==> src/midi_file_event_parser_macros.svh <==
// Assertion macros shared by the parser modules.
`ifndef MIDI_FILE_EVENT_PARSER_MACROS_SVH
`define MIDI_FILE_EVENT_PARSER_MACROS_SVH
// Implication checked at every clock edge outside reset.
`define MFP_ASSERT_IMP(label, clk, rst_n, ante, cons, msg) \
  label: assert property (@(posedge clk) disable iff (!rst_n) (ante) |-> (cons)) \
    else $error(msg);
// Next-cycle implication checked outside reset.
`define MFP_ASSERT_NEXT(label, clk, rst_n, ante, cons, msg) \
  label: assert property (@(posedge clk) disable iff (!rst_n) (ante) |=> (cons)) \
    else $error(msg);
`endif

==> src/mfp_pkg.sv <==
`default_nettype none
package mfp_pkg;
  typedef enum logic [2:0] {
    KIND_HEADER  = 3'd0,
    KIND_CHANNEL = 3'd1,
    KIND_TEMPO   = 3'd2,
    KIND_DONE    = 3'd3,
    KIND_ERROR   = 3'd4
  } kind_t;

  typedef enum logic [2:0] {
    ERR_BAD_TAG     = 3'd0,
    ERR_HDR_SHORT   = 3'd1,
    ERR_BAD_FORMAT  = 3'd2,
    ERR_UNSUPPORTED = 3'd3,
    ERR_TRUNCATED   = 3'd4,
    ERR_NO_RUNNING  = 3'd5
  } err_t;

  typedef struct packed {
    kind_t       kind;
    logic [15:0] track_index;
    logic [31:0] tick;
    logic [7:0]  status_byte;
    logic [7:0]  data_one;
    logic [7:0]  data_two;
    logic [23:0] tempo;
    logic [1:0]  format;
    logic [15:0] track_count;
    logic [15:0] division;
    logic        division_valid;
    err_t        error_code;
  } result_t;

  localparam result_t RESULT_ZERO = '{kind: KIND_HEADER, error_code: ERR_BAD_TAG,
                                      default: '0};
endpackage
`default_nettype wire

==> src/mfp_out_queue.sv <==
`default_nettype none
module mfp_out_queue
  import mfp_pkg::*;
(
  input  wire logic    clk,
  input  wire logic    rst_n,
  input  wire logic    push_one,
  input  wire logic    push_two,
  input  result_t      row_a,
  input  result_t      row_b,
  output logic         space_ok,
  output logic         out_valid,
  input  wire logic    out_ready,
  output result_t      out_row
);
  `include "midi_file_event_parser_macros.svh"

  // Four-entry circular queue; the parser may push two rows in one cycle.
  result_t     mem_r [4];
  logic [1:0]  rd_r, wr_r;
  logic [2:0]  cnt_r, cnt_nxt;
  logic        pop;

  assign out_valid = (cnt_r != 3'd0);
  assign out_row   = mem_r[rd_r];
  assign pop       = out_valid && out_ready;
  // Accepting needs room for two rows whatever comes out this cycle.
  assign space_ok  = (cnt_r <= 3'd2);

  always_comb begin
    cnt_nxt = cnt_r + {2'b00, push_one} + {2'b00, push_two} - {2'b00, pop};
  end

  always_ff @(posedge clk) begin
    if (push_one) mem_r[wr_r] <= row_a;
    if (push_two) mem_r[wr_r + 2'd1] <= row_b;
    if (!rst_n) begin
      rd_r  <= '0;
      wr_r  <= '0;
      cnt_r <= '0;
    end else begin
      rd_r  <= rd_r + {1'b0, pop};
      wr_r  <= wr_r + {1'b0, push_one} + {1'b0, push_two};
      cnt_r <= cnt_nxt;
    end
  end

  `MFP_ASSERT_IMP(a_no_overflow, clk, rst_n, push_one || push_two, cnt_r <= 3'd2, "queue overflow")
  `MFP_ASSERT_IMP(a_two_needs_one, clk, rst_n, push_two, push_one, "second row without first")
  `MFP_ASSERT_NEXT(a_count_step, clk, rst_n, !push_one && !pop, cnt_r == $past(cnt_r), "count drift")
endmodule
`default_nettype wire

==> src/midi_file_event_parser.sv <==
// Channel  Direction  Handshake               Payload
// in_      input      in_valid / in_ready     in_data_byte, in_final_req
// out_     output     out_valid / out_ready   kind, track, tick, event, header, error
//
// One byte is taken per cycle while in_ready is high; its results are registered
// in a queue. Each byte yields up to two results, which leave one per cycle,
// while out_ready is high, from a four-entry queue, so in_ready drops only while
// that queue holds three or four rows.
// Reset (rst_n low at a clock edge) returns the parser to the header tag.
// After done or an error all further bytes are accepted and dropped.
`default_nettype none
module midi_file_event_parser
  import mfp_pkg::*;
(
  input  wire logic        clk,
  input  wire logic        rst_n,
  input  wire logic        in_valid,
  output logic             in_ready,
  input  wire logic [7:0]  in_data_byte,
  input  wire logic        in_final_req,
  output logic             out_valid,
  input  wire logic        out_ready,
  output logic [2:0]       out_kind,
  output logic [15:0]      out_track_index,
  output logic [31:0]      out_tick,
  output logic [7:0]       out_status_byte,
  output logic [7:0]       out_data_one,
  output logic [7:0]       out_data_two,
  output logic [23:0]      out_tempo,
  output logic [1:0]       out_format,
  output logic [15:0]      out_track_count,
  output logic [15:0]      out_division,
  output logic             out_division_valid,
  output logic [2:0]       out_error_code
);
  `include "midi_file_event_parser_macros.svh"

  typedef enum logic [3:0] {
    P_HTAG, P_HLEN, P_HDR, P_HSKIP, P_TTAG, P_TLEN, P_DELTA, P_STATUS,
    P_DATA1, P_DATA2, P_MTYPE, P_LEN, P_TEMPO, P_BODY, P_STOP
  } phase_t;

  phase_t      phase_r, phase_nxt;
  logic [2:0]  bc_r, bc_nxt;
  logic [31:0] len_r, len_nxt, chunk_r, chunk_nxt;
  logic [15:0] trk_r, trk_nxt, total_r, total_nxt, div_r, div_nxt;
  logic [31:0] tick_r, tick_nxt, delta_r, delta_nxt;
  logic [7:0]  run_r, run_nxt, evs_r, evs_nxt, fd_r, fd_nxt, mt_r, mt_nxt;
  logic [27:0] skip_r, skip_nxt;
  logic [23:0] tempo_r, tempo_nxt;
  logic        stop_r, stop_nxt;

  logic        take;
  logic        space_ok;
  logic [7:0]  b;
  logic [1:0]  n;
  result_t     row_a, row_b, row, out_row;
  logic [7:0]  tag_exp;
  logic        intrack;

  assign in_ready = space_ok;
  assign take     = in_valid && in_ready;
  assign b        = in_data_byte;

  // Next-state logic; each result row goes into the first free slot of this byte's pair.
  always_comb begin
    logic        ok;
    logic [27:0] nl;
    phase_nxt = phase_r; bc_nxt = bc_r; len_nxt = len_r; chunk_nxt = chunk_r;
    trk_nxt = trk_r; total_nxt = total_r; div_nxt = div_r; tick_nxt = tick_r;
    delta_nxt = delta_r; run_nxt = run_r; evs_nxt = evs_r; fd_nxt = fd_r;
    mt_nxt = mt_r; skip_nxt = skip_r; tempo_nxt = tempo_r; stop_nxt = stop_r;
    row_a = RESULT_ZERO; row_b = RESULT_ZERO; n = 2'd0; intrack = 1'b0;
    row = RESULT_ZERO; ok = 1'b0; nl = '0;
    tag_exp = 8'h4d;

    // Error rows use pre-update track and tick; truncation errors use the new tick,
    // the final-byte one the new track too. Expected tag bytes are chosen first.
    case (bc_r[1:0])
      2'd0: tag_exp = 8'h4d;
      2'd1: tag_exp = 8'h54;
      2'd2: tag_exp = (phase_r == P_HTAG) ? 8'h68 : 8'h72;
      default: tag_exp = (phase_r == P_HTAG) ? 8'h64 : 8'h6b;
    endcase

    if (!stop_r) begin
      case (phase_r)
        P_HTAG, P_TTAG: begin
          if (b != tag_exp) begin
            row = RESULT_ZERO; row.kind = KIND_ERROR; row.error_code = ERR_BAD_TAG;
            row.track_index = trk_r; row.tick = tick_r;
            row_a = row; n = 2'd1; stop_nxt = 1'b1; phase_nxt = P_STOP;
          end else if (bc_r == 3'd3) begin
            phase_nxt = (phase_r == P_HTAG) ? P_HLEN : P_TLEN;
            bc_nxt = '0; len_nxt = '0;
          end else begin
            bc_nxt = bc_r + 3'd1;
          end
        end
        P_HLEN, P_TLEN: begin
          len_nxt = {len_r[23:0], b};
          if (bc_r == 3'd3) begin
            bc_nxt = '0;
            chunk_nxt = len_nxt;
            if (phase_r == P_HLEN) begin
              if (len_nxt < 32'd6) begin
                row = RESULT_ZERO; row.kind = KIND_ERROR; row.error_code = ERR_HDR_SHORT;
                row.track_index = trk_r; row.tick = tick_r;
                row_a = row; n = 2'd1; stop_nxt = 1'b1; phase_nxt = P_STOP;
              end else begin
                phase_nxt = P_HDR;
              end
            end else begin
              tick_nxt = '0; run_nxt = '0;
              phase_nxt = P_DELTA; delta_nxt = '0;
              if (len_nxt == 32'd0) begin
                trk_nxt = trk_r + 16'd1;
                if (trk_nxt == total_r) begin
                  row = RESULT_ZERO; row.kind = KIND_DONE; row.division = div_r;
                  row.division_valid = div_r[15] ? (div_r[14:8] != 0 && div_r[7:0] != 0)
                                                 : (div_r[14:0] != 0);
                  row_a = row; n = 2'd1; stop_nxt = 1'b1; phase_nxt = P_STOP;
                end else begin
                  phase_nxt = P_TTAG;
                end
              end
            end
          end else begin
            bc_nxt = bc_r + 3'd1;
          end
        end
        P_HDR: begin
          chunk_nxt = chunk_r - 32'd1;
          bc_nxt = bc_r + 3'd1;
          case (bc_r)
            3'd0: if (b != 8'd0) begin
              row = RESULT_ZERO; row.kind = KIND_ERROR; row.error_code = ERR_BAD_FORMAT;
              row.track_index = trk_r; row.tick = tick_r;
              row_a = row; n = 2'd1; stop_nxt = 1'b1; phase_nxt = P_STOP;
            end
            3'd1: if (b > 8'd2) begin
              row = RESULT_ZERO; row.kind = KIND_ERROR; row.error_code = ERR_BAD_FORMAT;
              row.track_index = trk_r; row.tick = tick_r;
              row_a = row; n = 2'd1; stop_nxt = 1'b1; phase_nxt = P_STOP;
            end else fd_nxt = b;
            3'd2: total_nxt = {b, 8'd0};
            3'd3: total_nxt = {total_r[15:8], b};
            3'd4: div_nxt = {b, 8'd0};
            default: begin
              div_nxt = {div_r[15:8], b};
              row = RESULT_ZERO; row.kind = KIND_HEADER; row.format = fd_r[1:0];
              row.track_count = total_r; row.division = div_nxt;
              row_a = row; n = 2'd1;
              if (chunk_nxt == 32'd0) begin
                if (total_r == 16'd0) begin
                  row = RESULT_ZERO; row.kind = KIND_DONE; row.division = div_nxt;
                  row.division_valid = div_nxt[15] ?
                    (div_nxt[14:8] != 0 && div_nxt[7:0] != 0) : (div_nxt[14:0] != 0);
                  row_b = row; n = 2'd2; stop_nxt = 1'b1; phase_nxt = P_STOP;
                end else begin
                  phase_nxt = P_TTAG; bc_nxt = '0;
                end
              end else begin
                phase_nxt = P_HSKIP;
              end
            end
          endcase
        end
        P_HSKIP: begin
          chunk_nxt = chunk_r - 32'd1;
          if (chunk_nxt == 32'd0) begin
            if (total_r == 16'd0) begin
              row = RESULT_ZERO; row.kind = KIND_DONE; row.division = div_r;
              row.division_valid = div_r[15] ? (div_r[14:8] != 0 && div_r[7:0] != 0)
                                             : (div_r[14:0] != 0);
              row_a = row; n = 2'd1; stop_nxt = 1'b1; phase_nxt = P_STOP;
            end else begin
              phase_nxt = P_TTAG; bc_nxt = '0;
            end
          end
        end
        P_STOP: ;
        default: begin
          intrack = 1'b1;
          chunk_nxt = chunk_r - 32'd1;
          case (phase_r)
            P_DELTA: begin
              delta_nxt = {delta_r[24:0], 7'd0} + {25'd0, b[6:0]};
              if (b[7]) bc_nxt = 3'd1;
              else begin
                tick_nxt = tick_r + delta_nxt;
                phase_nxt = P_STATUS;
              end
            end
            P_STATUS, P_DATA1: begin
              // A data byte under running status behaves as a first data byte.
              ok = (phase_r == P_DATA1) || !b[7];
              if (phase_r == P_STATUS && !b[7] && run_r == 8'd0) begin
                ok = 1'b0;
                row = RESULT_ZERO; row.kind = KIND_ERROR; row.error_code = ERR_NO_RUNNING;
                row.track_index = trk_r; row.tick = tick_r;
                row_a = row; n = 2'd1; stop_nxt = 1'b1; phase_nxt = P_STOP;
              end else if (phase_r == P_STATUS && b[7]) begin
                evs_nxt = b;
                if (b[7:4] != 4'hf) phase_nxt = P_DATA1;
                else begin
                  case (b[3:0])
                    4'h0, 4'h7: begin mt_nxt = '0; skip_nxt = '0; phase_nxt = P_LEN; end
                    4'hf: phase_nxt = P_MTYPE;
                    4'h2: begin skip_nxt = 28'd2; phase_nxt = P_BODY; end
                    4'h1, 4'h3: begin skip_nxt = 28'd1; phase_nxt = P_BODY; end
                    4'h6, 4'h8, 4'ha, 4'hb, 4'hc, 4'he: begin
                      phase_nxt = P_DELTA; bc_nxt = '0; delta_nxt = '0;
                    end
                    default: begin
                      row = RESULT_ZERO; row.kind = KIND_ERROR;
                      row.error_code = ERR_UNSUPPORTED;
                      row.track_index = trk_r; row.tick = tick_r;
                      row_a = row; n = 2'd1; stop_nxt = 1'b1; phase_nxt = P_STOP;
                    end
                  endcase
                end
              end
              if (ok) begin
                if (phase_r == P_STATUS) evs_nxt = run_r;
                fd_nxt = b;
                if (evs_nxt[7:4] == 4'hc || evs_nxt[7:4] == 4'hd) begin
                  row = RESULT_ZERO; row.kind = KIND_CHANNEL; row.track_index = trk_r;
                  row.tick = tick_r; row.status_byte = evs_nxt; row.data_one = b;
                  row_a = row; n = 2'd1; run_nxt = evs_nxt;
                  phase_nxt = P_DELTA; bc_nxt = '0; delta_nxt = '0;
                end else phase_nxt = P_DATA2;
              end
            end
            P_DATA2: begin
              row = RESULT_ZERO; row.kind = KIND_CHANNEL; row.track_index = trk_r;
              row.tick = tick_r; row.status_byte = evs_r; row.data_one = fd_r;
              row.data_two = b;
              row_a = row; n = 2'd1; run_nxt = evs_r;
              phase_nxt = P_DELTA; bc_nxt = '0; delta_nxt = '0;
            end
            P_MTYPE: begin mt_nxt = b; skip_nxt = '0; phase_nxt = P_LEN; end
            P_LEN: begin
              nl = {skip_r[20:0], b[6:0]};
              skip_nxt = nl;
              if (!b[7]) begin
                if (evs_r == 8'hff && mt_r == 8'h51 && nl >= 28'd3) begin
                  phase_nxt = P_TEMPO; bc_nxt = '0; tempo_nxt = '0;
                end else if (nl == 28'd0) begin
                  phase_nxt = P_DELTA; bc_nxt = '0; delta_nxt = '0;
                end else phase_nxt = P_BODY;
              end
            end
            P_TEMPO: begin
              tempo_nxt = {tempo_r[15:0], b};
              skip_nxt = skip_r - 28'd1;
              bc_nxt = bc_r + 3'd1;
              if (bc_r == 3'd2) begin
                row = RESULT_ZERO; row.kind = KIND_TEMPO; row.track_index = trk_r;
                row.tick = tick_r; row.status_byte = 8'hff; row.data_one = 8'h51;
                row.tempo = tempo_nxt;
                row_a = row; n = 2'd1;
                if (skip_nxt == 28'd0) begin
                  phase_nxt = P_DELTA; bc_nxt = '0; delta_nxt = '0;
                end else phase_nxt = P_BODY;
              end
            end
            default: begin
              skip_nxt = skip_r - 28'd1;
              if (skip_nxt == 28'd0) begin
                phase_nxt = P_DELTA; bc_nxt = '0; delta_nxt = '0;
              end
            end
          endcase
        end
      endcase

      // End of track by length: clean only at an event boundary.
      if (intrack && !stop_nxt && chunk_nxt == 32'd0) begin
        if (phase_nxt == P_DELTA && bc_nxt == 3'd0) begin
          trk_nxt = trk_r + 16'd1;
          if (trk_nxt == total_r) begin
            row = RESULT_ZERO; row.kind = KIND_DONE; row.division = div_r;
            row.division_valid = div_r[15] ? (div_r[14:8] != 0 && div_r[7:0] != 0)
                                           : (div_r[14:0] != 0);
            stop_nxt = 1'b1; phase_nxt = P_STOP;
          end else begin
            phase_nxt = P_TTAG; bc_nxt = '0;
          end
        end else begin
          row = RESULT_ZERO; row.kind = KIND_ERROR; row.error_code = ERR_TRUNCATED;
          row.track_index = trk_r; row.tick = tick_nxt;
          stop_nxt = 1'b1; phase_nxt = P_STOP;
        end
        if (stop_nxt) begin
          if (n == 2'd0) begin row_a = row; n = 2'd1; end
          else begin row_b = row; n = 2'd2; end
        end
      end

      // The final byte must leave the parse finished.
      if (in_final_req && !stop_nxt) begin
        row = RESULT_ZERO; row.kind = KIND_ERROR; row.error_code = ERR_TRUNCATED;
        row.track_index = trk_nxt; row.tick = tick_nxt;
        stop_nxt = 1'b1; phase_nxt = P_STOP;
        if (n == 2'd0) begin row_a = row; n = 2'd1; end
        else begin row_b = row; n = 2'd2; end
      end
    end
  end

  always_ff @(posedge clk) begin
    if (!rst_n) begin
      phase_r <= P_HTAG; bc_r <= '0; len_r <= '0; chunk_r <= '0; trk_r <= '0;
      total_r <= '0; div_r <= '0; tick_r <= '0; delta_r <= '0; run_r <= '0;
      evs_r <= '0; fd_r <= '0; mt_r <= '0; skip_r <= '0; tempo_r <= '0;
      stop_r <= 1'b0;
    end else if (take) begin
      phase_r <= phase_nxt; bc_r <= bc_nxt; len_r <= len_nxt; chunk_r <= chunk_nxt;
      trk_r <= trk_nxt; total_r <= total_nxt; div_r <= div_nxt; tick_r <= tick_nxt;
      delta_r <= delta_nxt; run_r <= run_nxt; evs_r <= evs_nxt; fd_r <= fd_nxt;
      mt_r <= mt_nxt; skip_r <= skip_nxt; tempo_r <= tempo_nxt; stop_r <= stop_nxt;
    end
  end

  mfp_out_queue u_queue (
    .clk(clk), .rst_n(rst_n),
    .push_one(take && n != 2'd0), .push_two(take && n == 2'd2),
    .row_a(row_a), .row_b(row_b), .space_ok(space_ok),
    .out_valid(out_valid), .out_ready(out_ready), .out_row(out_row)
  );

  assign out_kind           = out_row.kind;
  assign out_track_index    = out_row.track_index;
  assign out_tick           = out_row.tick;
  assign out_status_byte    = out_row.status_byte;
  assign out_data_one       = out_row.data_one;
  assign out_data_two       = out_row.data_two;
  assign out_tempo          = out_row.tempo;
  assign out_format         = out_row.format;
  assign out_track_count    = out_row.track_count;
  assign out_division       = out_row.division;
  assign out_division_valid = out_row.division_valid;
  assign out_error_code     = out_row.error_code;

  `MFP_ASSERT_NEXT(a_stop_sticky, clk, rst_n, stop_r, stop_r, "stop flag cleared")
  `MFP_ASSERT_IMP(a_stop_phase, clk, rst_n, stop_r, phase_r == P_STOP, "stopped but parsing")
  `MFP_ASSERT_IMP(a_silent_stop, clk, rst_n, stop_r, n == 2'd0, "result after stop")
endmodule
`default_nettype wire
==> config.mk <==
export PLATFORM = sky130hd
export DESIGN_NAME = midi_file_event_parser
export DESIGN_NICKNAME = d
export VERILOG_FILES = /design/src/mfp_pkg.sv /design/src/mfp_out_queue.sv /design/src/midi_file_event_parser.sv
export VERILOG_INCLUDE_DIRS = /design/src /design/src/src
export SDC_FILE = /design/constraint.sdc
export NUM_CORES = 2
export LEC_CHECK = 0
export ABC_AREA = 1
export BUFFER_PORTS_ARGS = -buffer_cell sky130_fd_sc_hd__buf_2
export CELL_PAD_IN_SITES_DETAIL_PLACEMENT = 1
export CELL_PAD_IN_SITES_GLOBAL_PLACEMENT = 2
export CORE_ASPECT_RATIO = 0.75
export CORE_MARGIN = 2
export CORE_UTILIZATION = 40
export CTS_CLUSTER_DIAMETER = 100
export DETAILED_ROUTE_END_ITERATION = 16
export GPL_ROUTABILITY_DRIVEN = 0
export GPL_TIMING_DRIVEN = 0
export PLACE_DENSITY_LB_ADDON = 0.1
export SYNTH_ARGS = -nofsm -noshare
export SYNTH_HDL_FRONTEND = slang
export SYNTH_SLANG_ARGS = --single-unit
==> constraint.sdc <==
create_clock -name clk -period 19.1 [get_ports clk]
set_input_delay 5.73 -clock clk [delete_from_list [all_inputs] [get_ports clk]]
set_output_delay 5.73 -clock clk [all_outputs]
set_load 0.03 [all_outputs]
After elaboration in Yosys (flattened, before gate mapping)

Memories as Yosys holds them, arrays and structs flattened. A register that Yosys moved wholly into a read port is not among the register bits.
Cells that the tools add are included.

Flip-flop bits (word level): 259
Word-level logic and storage cells: 427
Memories kept: 1
Input bits: 13
Output and inout port bits: 139
Memory bits (writable): 548

Add/subtract/negate cells: 13
Bitwise gates (word level): 7
Order comparisons: 4
Reduce and logical (&&, ||, !) cells: 77
Equality and inequality tests: 59
Muxes and demuxes: 245

Memories:

| name          | words | width | read ports | clocked after memory_dff | write ports | RTL line            | source |
|---|---|---|---|---|---|---|---|
| u_queue.mem_r | 4     | 137   | 1          | 1                        | 2           | mfp_out_queue.sv:19 | `result_t mem_r [4];` |

Operators by type and width:

| cell               | count |
|---|---|
| $mux 137           | 31 |
| $pmux 137 s3       | 4 |
| $mux 136           | 11 |
| $pmux 137 s5       | 2 |
| $mux 32            | 19 |
| $pmux 32 s2        | 3 |
| $pmux 32 s6        | 1 |
| $mux 8             | 20 |
| $mux 16            | 8 |
| $mux 4             | 29 |
| $pmux 28 s4        | 1 |
| $logic_not 32->1   | 3 |
| $pmux 16 s2        | 3 |
| $mux 28            | 3 |
| $pmux 28 s3        | 1 |
| $mux 3             | 25 |
| $pmux 8 s2         | 4 |
| $eq 4x4->1 const B | 14 |
| $logic_not 28->1   | 2 |
| $mux 1             | 49 |
| $mux 24            | 2 |
| $pmux 24 s2        | 1 |
| $add 32x32->32     | 1 |
| $add 32x7->32      | 1 |
| other kinds (70)   | 167 |

Logic depth before layout (Yosys ltp)

Depth in word-level cells: 35
Mapped depth: 35

By module

A second synthesis with hierarchy kept.

Cells, all modules: 8075
Area, all modules: 54121.9 sq um

Modules (own cells, without submodules):

| module                 | cells each | sequential area each (sq um) | area each (sq um) | instances |
|---|---|---|---|---|
| mfp_out_queue          | 4049       | 16595.9                      | 31619.1           | 1 |
| midi_file_event_parser | 4026       | 4904.7                       | 22502.8           | 1 |

Worst setup path before layout

Ideal clock, no wire load.

Path kind: input -> register
Start point: in in_data_byte[7]
End point: mem u_queue.mem_r[3][0] (netlist name) (enable)
Arrival time: 11.270 ns
Path slack: 7.329 ns
Setup time: 0.502 ns
Stages: 25
Cells stage by stage: buf_2 > inv_1 > nand2_1 > nor3_1 > nand3_1 > a21oi_1 > nand2_1 > nand2_1 > inv_2 > nor2_1 > nand2_1 > a21oi_1 > nor2_1 > nand3_1 > nor2_2 > nand3_2 > buf_4 > nand3_2 > buf_4 > buf_6 > nand3_1 > nand3_1 > nand2_1 > nand3_1 > nand2_1

RTL lines:

| what               | RTL line                     | source |
|---|---|---|
| start: declaration | midi_file_event_parser.sv:19 | `input wire logic [7:0] in_data_byte,` |
| end: declaration   | mfp_out_queue.sv:19          |  |

==> flow_metrics.tcl <==
set metrics [dict create \
    outcome "finished with violations" \
    violations "capacitance limit, slew limit" \
    clock_path_buffers 3 \
    gr-usage-met2 0.514 \
    post-place-ws_ns 6.23 \
    track_usage 0.358 \
    multi_input_area_sq_um 22400 \
    path_class "input pin to flip-flop" \
    min_period_ns 12.47 \
    setup_viol 0 \
    cts_resized 0 \
    netlist_area_sq_um 48600 \
    synthTopCellsByArea "edfxtp_1 (34%), nand2_1 (13%), dfxtp_1 (10%)" \
    grt_pass1_vias 49148 \
    p_seq_frac 0.262 \
    die_h_um 306 \
    max-cap-violations 2 \
    die_w_um 406 \
    clock-sinks 800 \
    pwr-share-comb 0.537 \
    relSlewSlack -0.0220 \
    netlist-cell-type-count 65 \
    avgSynthCellArea_sq_um 7.26 \
    power.density_nw_per_um2 168 \
    grt_pass1_wl_um 330000 \
    synth_ff_type "edfxtp_1" \
    ctsHoldBuffers 0 \
    synth_edf_count 548 \
    switching_power_mw 4.74 \
    synth_warnings 0 \
    syn_nets 6749 \
    synthTopCellsByCount "nand2_1 (1714), nor2_1 (804), inv_1 (733), o21ai_0 (570), edfxtp_1 (548)" \
    grt_max_degree 52 \
    seq_area_sq_um 21500 \
    maxSlewViolCount 21 \
    antenna_found_initial 9 \
    io_pins 152 \
    finalNonFillerCells 8648 \
    nFillCells 15230 \
    drt_iter0_markers 5756 \
    worst_pin_slew_ns 1.53 \
    dr.pass1.iters 5 \
    post_cts_buffers 0 \
    pwr-share-clk 0.201 \
    ys_seq_elements 800 \
    max_freq_mhz 80.2 \
    vias_per_cell 5.86 \
    swShare 0.515 \
    grt_use_met3 0.0821 \
    port_buffers 150 \
    clk_pin_slew_worst_paths_ns 0.06 \
    post-route-period-util 0.653 \
    drc 0 \
    initial_core_util 0.404 \
    cp-end-kind "flip-flop" \
    met1_usage 0.526 \
    core_area_sq_um 120000 \
    wirelength_um 227000 \
    intPower_mw 4.47 \
    synth_top_area_frac 0.339 \
    rows 110 \
    avgRoutedWirePerCell_um 26.2 \
    area_delta_synth_final_pct 12.7 \
    overflow 0 \
    clkLatencyLatePin_ns 0.77 \
    cts_root_buf "clkbuf_16" \
    detail-route-antenna-nets 0 \
    rsz0062_at_grt "no" \
    async_flop_share 0 \
    setup_tns_ns 0 \
    syn_inst 6687 \
    die_area_sq_um 124000 \
    htree_levels 3 \
    synth_most_common_cell "nand2_1" \
    drive_gt1_frac 0.0832 \
    yosysTopAreaCell "edfxtp_1" \
    num-nets-final 7003 \
    cts_tree "yes" \
    ir_drop_mv 0.125 \
    path_max_fanout 51 \
    place_inst 8472 \
    cellLeakagePower_nw 23.8 \
    skew_ns 0.0741 \
    critPathArrivalTime_ns 12.89 \
    timing.hold.ws_ns 0.466 \
    cts_buffers 90 \
    crit_required_ns 19.52 \
    worst_slack_ns 6.63 \
    busiest_layer "met1" \
    seq_area_frac_synth 0.443 \
    dp_hpwl_um 170000 \
    cp-start-kind "input pin" \
    min_path_type "flip-flop to flip-flop" \
    hold_violations 0 \
    vias 50641 \
]
## worst paths after layout
kind                                 startpoint               endpoint  slack (ns)  cells after the start
worst min-delay path                tempo_r[12]            tempo_r[12]        0.47                      2
worst min register to register      tempo_r[12]            tempo_r[12]        0.47                      2
worst max-delay path            in_data_byte[2]  u_queue.mem_r[3][131]        6.63                     22
worst max register to register          bc_r[1]  u_queue.mem_r[3][131]       11.60                     23
## flip-flops by register name, summed over array words and instances (netlist names), 16 cells and up
register and cells:
u_queue.mem_r 548, chunk_r 32, tick_r 32, skip_r 28
delta_r 25, len_r 24, div_r 16, tempo_r 16
total_r 16, trk_r 16
## cells by family (layout without fill, tap and decap cells)
logic type | after synthesis | in the layout | synth area share
simple gates | 3230 | 3230 | 0.277
compound gates | 1411 | 1411 | 0.166
buf+inv | 1167 | 1496 | 0.0959
flops | 800 | 800 | 0.443
fa+ha+maj | 49 | 49 | 0.0132
xor+xnor | 28 | 28 | 0.00505
mux | 2 | 2 | 0.000412
other cells | 0 | 8 | 0
## per-layer routing
metal,share of wire,vias up
met2,0.41,2274
met4,0.034,6
li1,-,22855
met1,0.46,25110
met5,0.00020,-
met3,0.098,396
## area by class of cell
cell class	instances	share of cell area
multi-input cells	4720	0.410
clock inverters	52	0.0114
clock buffers	115	0.0445
inverters	780	0.0535
plain buffers	387	0.0316
diodes	8	0.000366
flip-flops and latches	800	0.393
well taps	1624	0.0371
repair buffers	162	0.0189
## metrics by stage
stage | power, mW | instance area [sq um] | utilization
floorplan | 5.48 | 48600 | -
global placement | 7.20 | 51300 | 0.427
detailed placement | 7.25 | 51700 | 0.430
CTS | 9.09 | 54700 | 0.455
global route | 9.67 | 54700 | 0.455
finish | 9.22 | 54700 | 0.456
## worst max-delay path, stage by stage
cell and delay, ns:
buf_2 0.27, clkbuf_1 1.04, nand3_1 0.17, nand2_1 0.12, inv_1 0.07, nand4_1 0.42
o41ai_4 0.27, nor2_1 0.68, clkinv_1 0.32, nor3_4 0.64, nor2_1 0.23, nor2_4 0.20
nand3_2 0.20, buf_4 0.26, buf_6 0.19, nand3_1 0.11, nand3_1 0.08, nand2_1 0.24
nand3_1 0.17, nand2_4 0.63, buf_16 0.40, buf_16 0.31
## power by group through the flow
stage	clock, mW	sequential, mW	combinational [mW]
5_1_grt	1.92	2.44	5.31
3_3_place_gp	0	2.52	4.68
4_1_cts	1.86	2.41	4.82
3_5_place_dp	0	2.45	4.80
6_report	1.85	2.42	4.95
2_1_floorplan	0	2.42	3.07
## layout by cell type (no fill, tap or decap), types with 9 or more instances in the layout
cell type,n
a211oi_1,67
a21oi_1,358
a21oi_2,36
a221oi_1,45
a22oi_1,11
a31oi_1,25
buf_1,24
buf_2,233
buf_4,11
buf_6,17
clkbuf_1,263
clkbuf_16,91
clkinv_1,22
clkinv_2,13
dfxtp_1,252
edfxtp_1,548
ha_1,45
inv_1,733
inv_2,37
nand2_1,1710
nand3_1,454
nand4_1,52
nor2_1,804
nor2_2,19
nor2_4,9
nor3_1,86
nor4_1,20
o211ai_1,9
o21ai_0,570
o21ai_1,52
o221ai_1,18
o22ai_1,179
or2_2,22
xor2_1,22
Note: power is estimated with default switching activity, not from simulation.
